### src/design/bpfa_pkg.sv
// Package for the bitmap page-frame allocator.
// Opcodes, register map, command and status types shared by the top level, front end and back end.
`default_nettype none
package bpfa_pkg;

  localparam int unsigned MAX_PAGES_DEF  = 4096;
  localparam int unsigned PAGE_BYTES_DEF = 4096;
  localparam int unsigned QUEUE_DEPTH    = 2;
  localparam int unsigned CFG_W          = 13;
  localparam int unsigned CMD_WORD_W     = 15;
  localparam logic [CFG_W-1:0] TOTAL_PAGES_RST = 13'd4096;

  localparam logic [2:0] OP_ALLOC  = 3'd0;
  localparam logic [2:0] OP_FREE   = 3'd1;
  localparam logic [2:0] OP_MARK   = 3'd2;
  localparam logic [2:0] OP_UNMARK = 3'd3;
  localparam logic [2:0] OP_TEST   = 3'd4;

  localparam logic REG_TOTAL_PAGES = 1'b0;

  typedef enum logic [1:0] {
    K_NONE,
    K_ALLOC,
    K_AREA,
    K_TEST
  } kind_t;

  typedef struct packed {
    kind_t                 kind;
    logic                  set;
    logic                  empty;
    logic [CMD_WORD_W-1:0] ws;
    logic [CMD_WORD_W-1:0] we;
    logic [4:0]            lo;
    logic [4:0]            hi;
  } cmd_t;

  typedef struct packed {
    logic clearing;
  } stat_t;

endpackage
`default_nettype wire

### src/design/bitmap_page_frame_allocator.sv
// Top level of the bitmap page-frame allocator: config port, front end,
// command queue and back end. Depends on bpfa_pkg and all bpfa_* modules.
//
// Usage:
//   Items: drive opcode, start_address, end_address, page_index with start;
//   the item is taken at a clock edge where start is high and busy is low.
//   Results: one per item, shown for exactly one cycle with done high
//   (page_address, success, page_used). The receiver cannot stall; results
//   leave in item order.
//   Config: APB write of total_pages at address 0, read back on prdata.
//   Flow: the front end decodes each item and the queue registers it; the
//   back end then picks a command and sweeps one bitmap word per cycle
//   through the registered RAM read port. Alloc covers min(total_pages,
//   MAX_PAGES) pages and ends early when a free page turns up. Empty ranges
//   and unknown opcodes finish in the back end without a sweep.
//   The two-entry queue lets up to two items wait while one is worked on.
//   Reset: the bitmap RAM is cleared one word per cycle; busy stays high
//   meanwhile. total_pages resets to 4096.
`default_nettype none
module bitmap_page_frame_allocator import bpfa_pkg::*; #(
  parameter int unsigned MAX_PAGES  = MAX_PAGES_DEF,
  parameter int unsigned PAGE_BYTES = PAGE_BYTES_DEF
) (
  input  wire logic        clk,
  input  wire logic        rst,
  input  wire logic        psel,
  input  wire logic        penable,
  input  wire logic        pwrite,
  input  wire logic [2:0]  paddr,
  input  wire logic [31:0] pwdata,
  output logic      [31:0] prdata,
  output logic             pready,
  input  wire logic        start,
  output logic             busy,
  input  wire logic [2:0]  opcode,
  input  wire logic [31:0] start_address,
  input  wire logic [31:0] end_address,
  input  wire logic [11:0] page_index,
  output logic             done,
  output logic [31:0]      page_address,
  output logic             success,
  output logic             page_used
);

  logic [CFG_W-1:0] total_pages;
  stat_t            stat;
  logic             q_full;
  logic             q_valid;
  logic             push;
  logic             pop;
  cmd_t             f_cmd;
  cmd_t             q_cmd;

  assign pready = 1'b1;
  assign prdata = (paddr[2] == REG_TOTAL_PAGES) ? 32'(total_pages) : '0;

  always_ff @(posedge clk) begin
    if (rst) begin
      total_pages <= TOTAL_PAGES_RST;
    end else if (psel && penable && pwrite && pready && (paddr[2] == REG_TOTAL_PAGES)) begin
      total_pages <= pwdata[CFG_W-1:0];
    end
  end

  bpfa_front #(
    .MAX_PAGES  (MAX_PAGES),
    .PAGE_BYTES (PAGE_BYTES)
  ) u_front (
    .start         (start),
    .busy          (busy),
    .opcode        (opcode),
    .start_address (start_address),
    .end_address   (end_address),
    .page_index    (page_index),
    .total_pages   (total_pages),
    .stat          (stat),
    .q_full        (q_full),
    .push          (push),
    .cmd           (f_cmd)
  );

  bpfa_queue #(
    .WIDTH ($bits(cmd_t)),
    .DEPTH (QUEUE_DEPTH)
  ) u_queue (
    .clk   (clk),
    .rst   (rst),
    .push  (push),
    .din   (f_cmd),
    .full  (q_full),
    .pop   (pop),
    .dout  (q_cmd),
    .valid (q_valid)
  );

  bpfa_back #(
    .MAX_PAGES  (MAX_PAGES),
    .PAGE_BYTES (PAGE_BYTES)
  ) u_back (
    .clk          (clk),
    .rst          (rst),
    .q_valid      (q_valid),
    .q_cmd        (q_cmd),
    .pop          (pop),
    .stat         (stat),
    .done         (done),
    .page_address (page_address),
    .success      (success),
    .page_used    (page_used)
  );

  a_clear_busy: assert property (@(posedge clk) disable iff (rst)
    $fell(rst) |-> busy)
    else $error("busy low right after reset");

  a_success_excl: assert property (@(posedge clk) disable iff (rst)
    success |-> done && !page_used)
    else $error("success without done or with page_used");

  a_test_excl: assert property (@(posedge clk) disable iff (rst)
    page_used |-> done && !success && (page_address == '0))
    else $error("test result mixed with alloc fields");

  a_pop_queued: assert property (@(posedge clk) disable iff (rst)
    pop |-> q_valid && !stat.clearing)
    else $error("pop from empty queue or during clear");

endmodule
`default_nettype wire

### src/design/bpfa_ram.sv
// Generic single-write, single-read RAM with registered read data.
// No dependencies.
`default_nettype none
module bpfa_ram #(
  parameter int unsigned WIDTH = 32,
  parameter int unsigned DEPTH = 128,
  localparam int unsigned AW = (DEPTH > 1) ? $clog2(DEPTH) : 1
) (
  input  wire logic             clk,
  input  wire logic             we,
  input  wire logic [AW-1:0]    waddr,
  input  wire logic [WIDTH-1:0] wdata,
  input  wire logic [AW-1:0]    raddr,
  output logic      [WIDTH-1:0] rdata
);

  logic [WIDTH-1:0] mem [DEPTH];

  always_ff @(posedge clk) begin
    if (we) begin
      mem[waddr] <= wdata;
    end
    rdata <= mem[raddr];
  end

endmodule
`default_nettype wire

### src/design/bpfa_queue.sv
// Small FIFO carrying decoded commands from the front end to the back end.
// No dependencies.
`default_nettype none
module bpfa_queue #(
  parameter int unsigned WIDTH = 8,
  parameter int unsigned DEPTH = 2,
  localparam int unsigned PW = (DEPTH > 1) ? $clog2(DEPTH) : 1,
  localparam int unsigned CW = $clog2(DEPTH + 1)
) (
  input  wire logic             clk,
  input  wire logic             rst,
  input  wire logic             push,
  input  wire logic [WIDTH-1:0] din,
  output logic                  full,
  input  wire logic             pop,
  output logic      [WIDTH-1:0] dout,
  output logic                  valid
);

  logic [WIDTH-1:0] slot [DEPTH];
  logic [PW-1:0]    wptr;
  logic [PW-1:0]    rptr;
  logic [CW-1:0]    count;

  assign full  = (count == CW'(DEPTH));
  assign valid = (count != '0);
  assign dout  = slot[rptr];

  always_ff @(posedge clk) begin
    if (rst) begin
      wptr  <= '0;
      rptr  <= '0;
      count <= '0;
    end else begin
      if (push) begin
        wptr <= (wptr == PW'(DEPTH - 1)) ? '0 : wptr + 1'b1;
      end
      if (pop) begin
        rptr <= (rptr == PW'(DEPTH - 1)) ? '0 : rptr + 1'b1;
      end
      if (push && !pop) begin
        count <= count + 1'b1;
      end else if (pop && !push) begin
        count <= count - 1'b1;
      end
    end
  end

  always_ff @(posedge clk) begin
    if (push) begin
      slot[wptr] <= din;
    end
  end

endmodule
`default_nettype wire

### src/design/bpfa_front.sv
// Front end: accepts items, turns every opcode into a clamped page range
// and pushes the command. Depends on bpfa_pkg.
`default_nettype none
module bpfa_front import bpfa_pkg::*; #(
  parameter int unsigned MAX_PAGES  = MAX_PAGES_DEF,
  parameter int unsigned PAGE_BYTES = PAGE_BYTES_DEF
) (
  input  wire logic             start,
  output logic                  busy,
  input  wire logic [2:0]       opcode,
  input  wire logic [31:0]      start_address,
  input  wire logic [31:0]      end_address,
  input  wire logic [11:0]      page_index,
  input  wire logic [CFG_W-1:0] total_pages,
  input  wire stat_t            stat,
  input  wire logic             q_full,
  output logic                  push,
  output cmd_t                  cmd
);

  localparam int unsigned SH = $clog2(PAGE_BYTES);
  localparam logic [32:0] MAX33 = 33'(MAX_PAGES);
  localparam logic [32:0] ROUND = 33'(PAGE_BYTES - 1);

  logic [32:0] f;
  logic [32:0] l;
  logic [32:0] fc;
  logic [32:0] lc;
  logic [32:0] lm1;
  kind_t       kind;
  logic        set;

  assign busy = q_full || stat.clearing;
  assign push = start && !busy;

  always_comb begin
    f    = '0;
    l    = '0;
    kind = K_NONE;
    set  = 1'b0;
    case (opcode)
      OP_ALLOC: begin
        kind = K_ALLOC;
        l    = 33'(total_pages);
      end
      OP_FREE: begin
        kind = K_AREA;
        f    = 33'(start_address >> SH);
        l    = f + 33'd1;
      end
      OP_MARK, OP_UNMARK: begin
        kind = K_AREA;
        set  = (opcode == OP_MARK);
        f    = 33'(start_address >> SH);
        l    = ({1'b0, end_address} + ROUND) >> SH;
      end
      OP_TEST: begin
        kind = K_TEST;
        f    = 33'(page_index);
        l    = f + 33'd1;
      end
      default: begin
        kind = K_NONE;
      end
    endcase
    fc  = (f > MAX33) ? MAX33 : f;
    lc  = (l > MAX33) ? MAX33 : l;
    lm1 = lc - 33'd1;
  end

  always_comb begin
    cmd.kind  = kind;
    cmd.set   = set;
    cmd.empty = (kind == K_NONE) || (fc >= lc);
    cmd.ws    = CMD_WORD_W'(fc >> 5);
    cmd.we    = CMD_WORD_W'(lm1 >> 5);
    cmd.lo    = fc[4:0];
    cmd.hi    = lm1[4:0];
  end

endmodule
`default_nettype wire

### src/design/bpfa_back.sv
// Back end: clears the bitmap after reset, then sweeps bitmap words for
// each non-empty command; one result per command. Depends on bpfa_pkg, bpfa_ram.
`default_nettype none
module bpfa_back import bpfa_pkg::*; #(
  parameter int unsigned MAX_PAGES  = MAX_PAGES_DEF,
  parameter int unsigned PAGE_BYTES = PAGE_BYTES_DEF
) (
  input  wire logic        clk,
  input  wire logic        rst,
  input  wire logic        q_valid,
  input  wire cmd_t        q_cmd,
  output logic             pop,
  output stat_t            stat,
  output logic             done,
  output logic [31:0]      page_address,
  output logic             success,
  output logic             page_used
);

  localparam int unsigned MAP_WORDS = (MAX_PAGES + 31) / 32;
  localparam int unsigned WW = (MAP_WORDS > 1) ? $clog2(MAP_WORDS) : 1;
  localparam int unsigned SH = $clog2(PAGE_BYTES);

  typedef enum logic [2:0] {
    ST_CLEAR = 3'b001,
    ST_IDLE  = 3'b010,
    ST_SWEEP = 3'b100
  } state_t;

  state_t        state, state_next;
  cmd_t          cur, cur_next;
  logic [WW-1:0] clr, clr_next;
  logic [WW:0]   rd_w, rd_w_next;
  logic [WW-1:0] dw;
  logic          dv, dv_next;
  logic          done_next, success_next, page_used_next;
  logic [31:0]   page_address_next;

  logic          ram_we;
  logic [WW-1:0] ram_waddr;
  logic [31:0]   ram_wdata;
  logic [31:0]   rdata;

  logic [WW-1:0] ws_w, we_w;
  logic [31:0]   mask, avail;
  logic [4:0]    idx;
  logic          issue;
  logic          finish;
  logic [63:0]   pa64;

  bpfa_ram #(
    .WIDTH (32),
    .DEPTH (MAP_WORDS)
  ) u_map (
    .clk   (clk),
    .we    (ram_we),
    .waddr (ram_waddr),
    .wdata (ram_wdata),
    .raddr (rd_w[WW-1:0]),
    .rdata (rdata)
  );

  assign stat.clearing = (state == ST_CLEAR);
  assign ws_w  = cur.ws[WW-1:0];
  assign we_w  = cur.we[WW-1:0];
  assign issue = (state == ST_SWEEP) && (rd_w <= {1'b0, we_w});

  always_comb begin
    mask = 32'hFFFF_FFFF;
    if (dw == ws_w) begin
      mask = mask & (32'hFFFF_FFFF << cur.lo);
    end
    if (dw == we_w) begin
      mask = mask & (32'hFFFF_FFFF >> (5'd31 - cur.hi));
    end
    avail = ~rdata & mask;
    idx   = '0;
    for (int i = 31; i >= 0; i--) begin
      if (avail[i]) begin
        idx = 5'(i);
      end
    end
    pa64 = 64'({dw, idx}) << SH;
  end

  always_comb begin
    state_next        = state;
    cur_next          = cur;
    clr_next          = clr;
    rd_w_next         = rd_w;
    dv_next           = 1'b0;
    pop               = 1'b0;
    ram_we            = 1'b0;
    ram_waddr         = dw;
    ram_wdata         = rdata;
    finish            = 1'b0;
    done_next         = 1'b0;
    success_next      = 1'b0;
    page_used_next    = 1'b0;
    page_address_next = '0;
    case (state)
      ST_CLEAR: begin
        ram_we    = 1'b1;
        ram_waddr = clr;
        ram_wdata = '0;
        clr_next  = clr + 1'b1;
        if (clr == WW'(MAP_WORDS - 1)) begin
          state_next = ST_IDLE;
        end
      end
      ST_IDLE: begin
        if (q_valid) begin
          pop      = 1'b1;
          cur_next = q_cmd;
          if (q_cmd.empty) begin
            done_next = 1'b1;
          end else begin
            rd_w_next  = {1'b0, q_cmd.ws[WW-1:0]};
            state_next = ST_SWEEP;
          end
        end
      end
      ST_SWEEP: begin
        if (issue) begin
          rd_w_next = rd_w + 1'b1;
        end
        if (dv) begin
          case (cur.kind)
            K_ALLOC: begin
              if (avail != '0) begin
                ram_we            = 1'b1;
                ram_wdata         = rdata | (32'd1 << idx);
                success_next      = 1'b1;
                page_address_next = pa64[31:0];
                finish            = 1'b1;
              end else if (dw == we_w) begin
                finish = 1'b1;
              end
            end
            K_AREA: begin
              ram_we    = 1'b1;
              ram_wdata = cur.set ? (rdata | mask) : (rdata & ~mask);
              finish    = (dw == we_w);
            end
            K_TEST: begin
              page_used_next = |(rdata & mask);
              finish         = 1'b1;
            end
            default: begin
              finish = 1'b1;
            end
          endcase
        end
        dv_next = issue && !finish;
        if (finish) begin
          done_next  = 1'b1;
          state_next = ST_IDLE;
        end
      end
      default: begin
        state_next = ST_IDLE;
      end
    endcase
  end

  always_ff @(posedge clk) begin
    if (rst) begin
      state <= ST_CLEAR;
      clr   <= '0;
      dv    <= 1'b0;
      done  <= 1'b0;
    end else begin
      state <= state_next;
      clr   <= clr_next;
      dv    <= dv_next;
      done  <= done_next;
    end
  end

  always_ff @(posedge clk) begin
    cur          <= cur_next;
    rd_w         <= rd_w_next;
    dw           <= rd_w[WW-1:0];
    success      <= success_next;
    page_used    <= page_used_next;
    page_address <= page_address_next;
  end

endmodule
`default_nettype wire
### config.mk
export PLATFORM = sky130hd
export DESIGN_NAME = bitmap_page_frame_allocator
export DESIGN_NICKNAME = d
export VERILOG_FILES = /design/src/design/bpfa_pkg.sv /design/src/design/bitmap_page_frame_allocator.sv /design/src/design/bpfa_ram.sv /design/src/design/bpfa_queue.sv /design/src/design/bpfa_front.sv /design/src/design/bpfa_back.sv
export SDC_FILE = /design/constraint.sdc
export NUM_CORES = 2
export LEC_CHECK = 0
export CAP_MARGIN = 0
export CELL_PAD_IN_SITES_DETAIL_PLACEMENT = 1
export CELL_PAD_IN_SITES_GLOBAL_PLACEMENT = 2
export CORE_UTILIZATION = 23
export CTS_CLUSTER_DIAMETER = 200
export CTS_CLUSTER_SIZE = 30
export DETAILED_ROUTE_END_ITERATION = 7
export DONT_BUFFER_PORTS = 1
export HOLD_SLACK_MARGIN = 0.06
export PLACE_DENSITY_LB_ADDON = 0.08
export SKIP_LAST_GASP = 1
export SYNTH_ARGS = -nofsm -noshare
export SYNTH_HDL_FRONTEND = slang
export SYNTH_MEMORY_MAX_BITS = 65536
export SYNTH_SLANG_ARGS = --single-unit
### constraint.sdc
create_clock -name clk -period 30.5 [get_ports clk]
set_input_delay 0 -clock clk [delete_from_list [all_inputs] [get_ports clk]]
set_output_delay 0 -clock clk [all_outputs]
set_load 0.01 [all_outputs]
==> out/qor.txt <==
Leak: 55.3 nW
Finished Layout Cells: 17337
DR top layer: met4
Status: finished, final reports clean
Detail Route met2 WL: 288000 um
CTS Buffer Depth: 4
Drt pass-1 iters: 8
First-pass GRT wire length: 784000 um
Hold crit path type: input port to output port
Critical path required time: 31.09 ns
Worst setup margin: 22.63 ns
Initial antenna violation count: 89
Clock skew: 0.0813 ns
Setup crit end kind: flip-flop
Synth Instances: 7379
Multi-input logic area: 40100 um^2
I/O Buffers: 0
Global route total overflow: 0
Initial DRC count: 6887
Least-Margin Pin Slew: 1.40 ns
Worst Hold Depth: 1
CP Class: input port to flip-flop
Max Cap Viol: 0
Number of synthesized flops with an enable pin: 4187
Core Rows: 313
Register Area: 127000 um^2
Tot Pwr: 11.9 mW
CTS root buf: clkbuf_16
DRC: 0
Hold Slack: 0.0613 ns
Placed cells: 16907
CP max FO: 21
Worst-path clk slew: 0.12 ns
HPWL Detailed: 331000 um
WL met3: 19400 um
Worst Setup Start Kind: input port
Area of the core: 727000 um^2
Syn_area_per_cell: 22.8 um^2
Routed vias: 78378
Switching portion of total power: 28.0%
Reg2reg path depth: 12
Gr usage total: 15.6%
Sw Pwr: 3.32 mW
Comb power frac: 15.3%
Fmax achieved: 0.127 GHz
PD cells: 63.1 nW/um^2
Int Power: 8.56 mW
Synth unique cells: 108
Skew-Pair Late Insertion Delay: 0.96 ns
Synth Register Bits: 4270
Total length of routed wires: 587000 um
Setup total negative slack: 0 ns
Arr. time, crit path: 8.46 ns
Die Span X: 857 um
Die footprint: 734000 um^2
I/O Pins: 189
Fin nets: 7762
Largest net degree at the start of global routing: 100
Dpl ws: 22.64 ns
ANT nets after route: 0
Routed len/inst: 33.9 um
Unrepaired setup endpoints after global routing: no
Yosys warning count: 0
Vias in the first global route: 84373
RePlAce Congestion: 0.756
Area delta synth->final: 12.0%
H-tree levels: 4
Minimum clock period: 7.87 ns
Peak supply drop: 54.5 uV
Final Setup Violations: 0
Slew margin rel.: 6.65%
Fraction of layout cells with a size suffix above 1: 27.8%
CTS tree: built
Die height: 857 um
Post-synth top flop: edfxtp_1
Final Slew Violations: 0
TritonCTS buffer count: 165
Final hold vios: 0
Sink Count: 4270
Seq pwr share: 60.5%
Drt via density: 4.52
Postcts setup bufs: 0
Fillers: 73832
Synthesized area: 168000 um^2
Part of the cycle the worst path needs: 25.8%
Async SR Flop Fraction: 0%
Share of the yosys chip area belonging to registers: 75.8%
DRT met1 WL: 272000 um
Clk pwr share: 24.1%
Initial core utilization: 23.1%
sequential cells by signal, indices dropped and copies added, names as in the netlist, named ones only:
name                 flops
total_pages             13
u_back.clr               7
u_back.cur              27
u_back.done              1
u_back.dv                1
u_back.dw                7
u_back.page_address     12
u_back.page_used         1
u_back.rd_w              8
u_back.state             3
u_back.success           1
u_back.u_map.mem      4096
u_back.u_map.rdata      32
u_queue.count            2
u_queue.rptr             1
u_queue.slot            56
u_queue.wptr             1
cells in the final DEF (no fill, tap or decap), drive strengths merged, types with 29 or more instances in the layout:
cell	Yosys	final
nand3	63	63
conb	2	54
dfxtp	83	83
xor2	36	36
diode	0	87
dlygate4sd3	0	137
a21oi	94	94
nor2	257	257
clkbuf	263	197
mux4	1344	1344
buf	168	302
xnor2	29	29
nor3	34	34
edfxtp	4187	4187
nand2	152	152
mux2	76	76
o21ai	67	67
ha	36	36
inv	56	61
cell families (layout without fill, tap and decap cells):
logic type                 count (synthesis)  count (layout)  share of synthesized area (%)
other                                      2             141                        0.00447
adders and majority gates                 36              36                          0.268
muxes                                   1432            1432                           18.6
buffers and inverters                    487             699                           1.25
AOI/OAI and AO/OA                        390             390                           1.65
xor gates and xnor gates                  65              65                          0.357
DFF                                     4270            4270                           75.8
and+or+nand+nor                          697             697                           2.07
power by group through the flow:
stage               Sequential, mW  Clock, mW  Combinational, mW
floorplan                     7.42          0              0.810
global placement              7.31          0               1.81
detailed placement            7.32          0               1.88
CTS                           7.19       3.04               1.90
global route                  7.20       3.15               1.95
finish                        7.19       2.87               1.82
worst max-delay path, cell delays in order:
cell and delay, ns:
dlygate4sd3_1 1.26, inv_1 0.43, nand2_1 0.53, o311ai_0 0.52
nand4b_1 0.33, dlygate4sd3_1 0.61, nor4_4 0.23, a31oi_2 0.20
dlygate4sd3_1 0.66, nor2_4 0.30, dlygate4sd3_1 0.74, nand2_1 0.23
inv_1 0.10, ha_1 0.22, nand2b_1 0.14, a21o_1 0.17
a21o_1 0.18, a21o_1 0.18, a21o_1 0.19, a21o_1 0.17
a21oi_1 0.15, o21ai_0 0.20, a221oi_1 0.35, o21ai_0 0.34
metal layers:
metal | GRT usage, % | vias up
met3 | 1.33 | 288
met2 | 26.5 | 1380
met4 | 2.29 | 0
met5 | 0 | -
met1 | 22.2 | 45080
li1 | - | 31630
stage by stage:
step | cell area (um^2) | util [%]
4_1_cts | 188000 | 25.9
6_report | 188000 | 25.9
5_1_grt | 188000 | 25.9
2_1_floorplan | 168000 | -
3_3_place_gp | 182000 | 25.0
3_5_place_dp | 182000 | 25.0
final cells by class:
cell class                 count  share of cell area [%]
sequential                  4270                    67.7
timing repair buffer         439                    2.03
tap                         9607                    6.39
clock buffer                 197                    2.31
antenna                       87                   0.116
clock inverter                 7                  0.0592
inverter                      56                   0.112
multi-input combinational   2674                    21.3
timing repair:
item	CTS	global route
hold endpoints to repair	149	0
setup endpoints to repair	0	0
gates resized for setup	0	0
hold buffers	139	0
synthesized netlist by cell type, drive strengths merged, types with 29 or more instances:
library cell / instances / area [um^2]
a21oi: 94 / 482
buf: 168 / 907
clkbuf: 263 / 987
dfxtp: 83 / 1660
edfxtp: 4187 / 126000
ha: 36 / 450
inv: 56 / 210
mux2: 76 / 856
mux4: 1344 / 30300
nand2: 152 / 578
nand3: 63 / 360
nor2: 257 / 975
nor3: 34 / 208
o21ai: 67 / 335
xnor2: 29 / 254
xor2: 36 / 345
final timing paths:
check                                                  to  slack (ns)         start
worst max register to register  u_back.u_map.mem[100][28]       22.74  u_back.dw[1]
worst max-delay path                  u_queue.slot[0][40]       22.63     opcode[2]
worst min register to register               u_queue.rptr        0.53  u_queue.rptr
worst min-delay path                           prdata[10]        0.06      paddr[2]
Note: power is estimated with default switching activity, not from simulation.
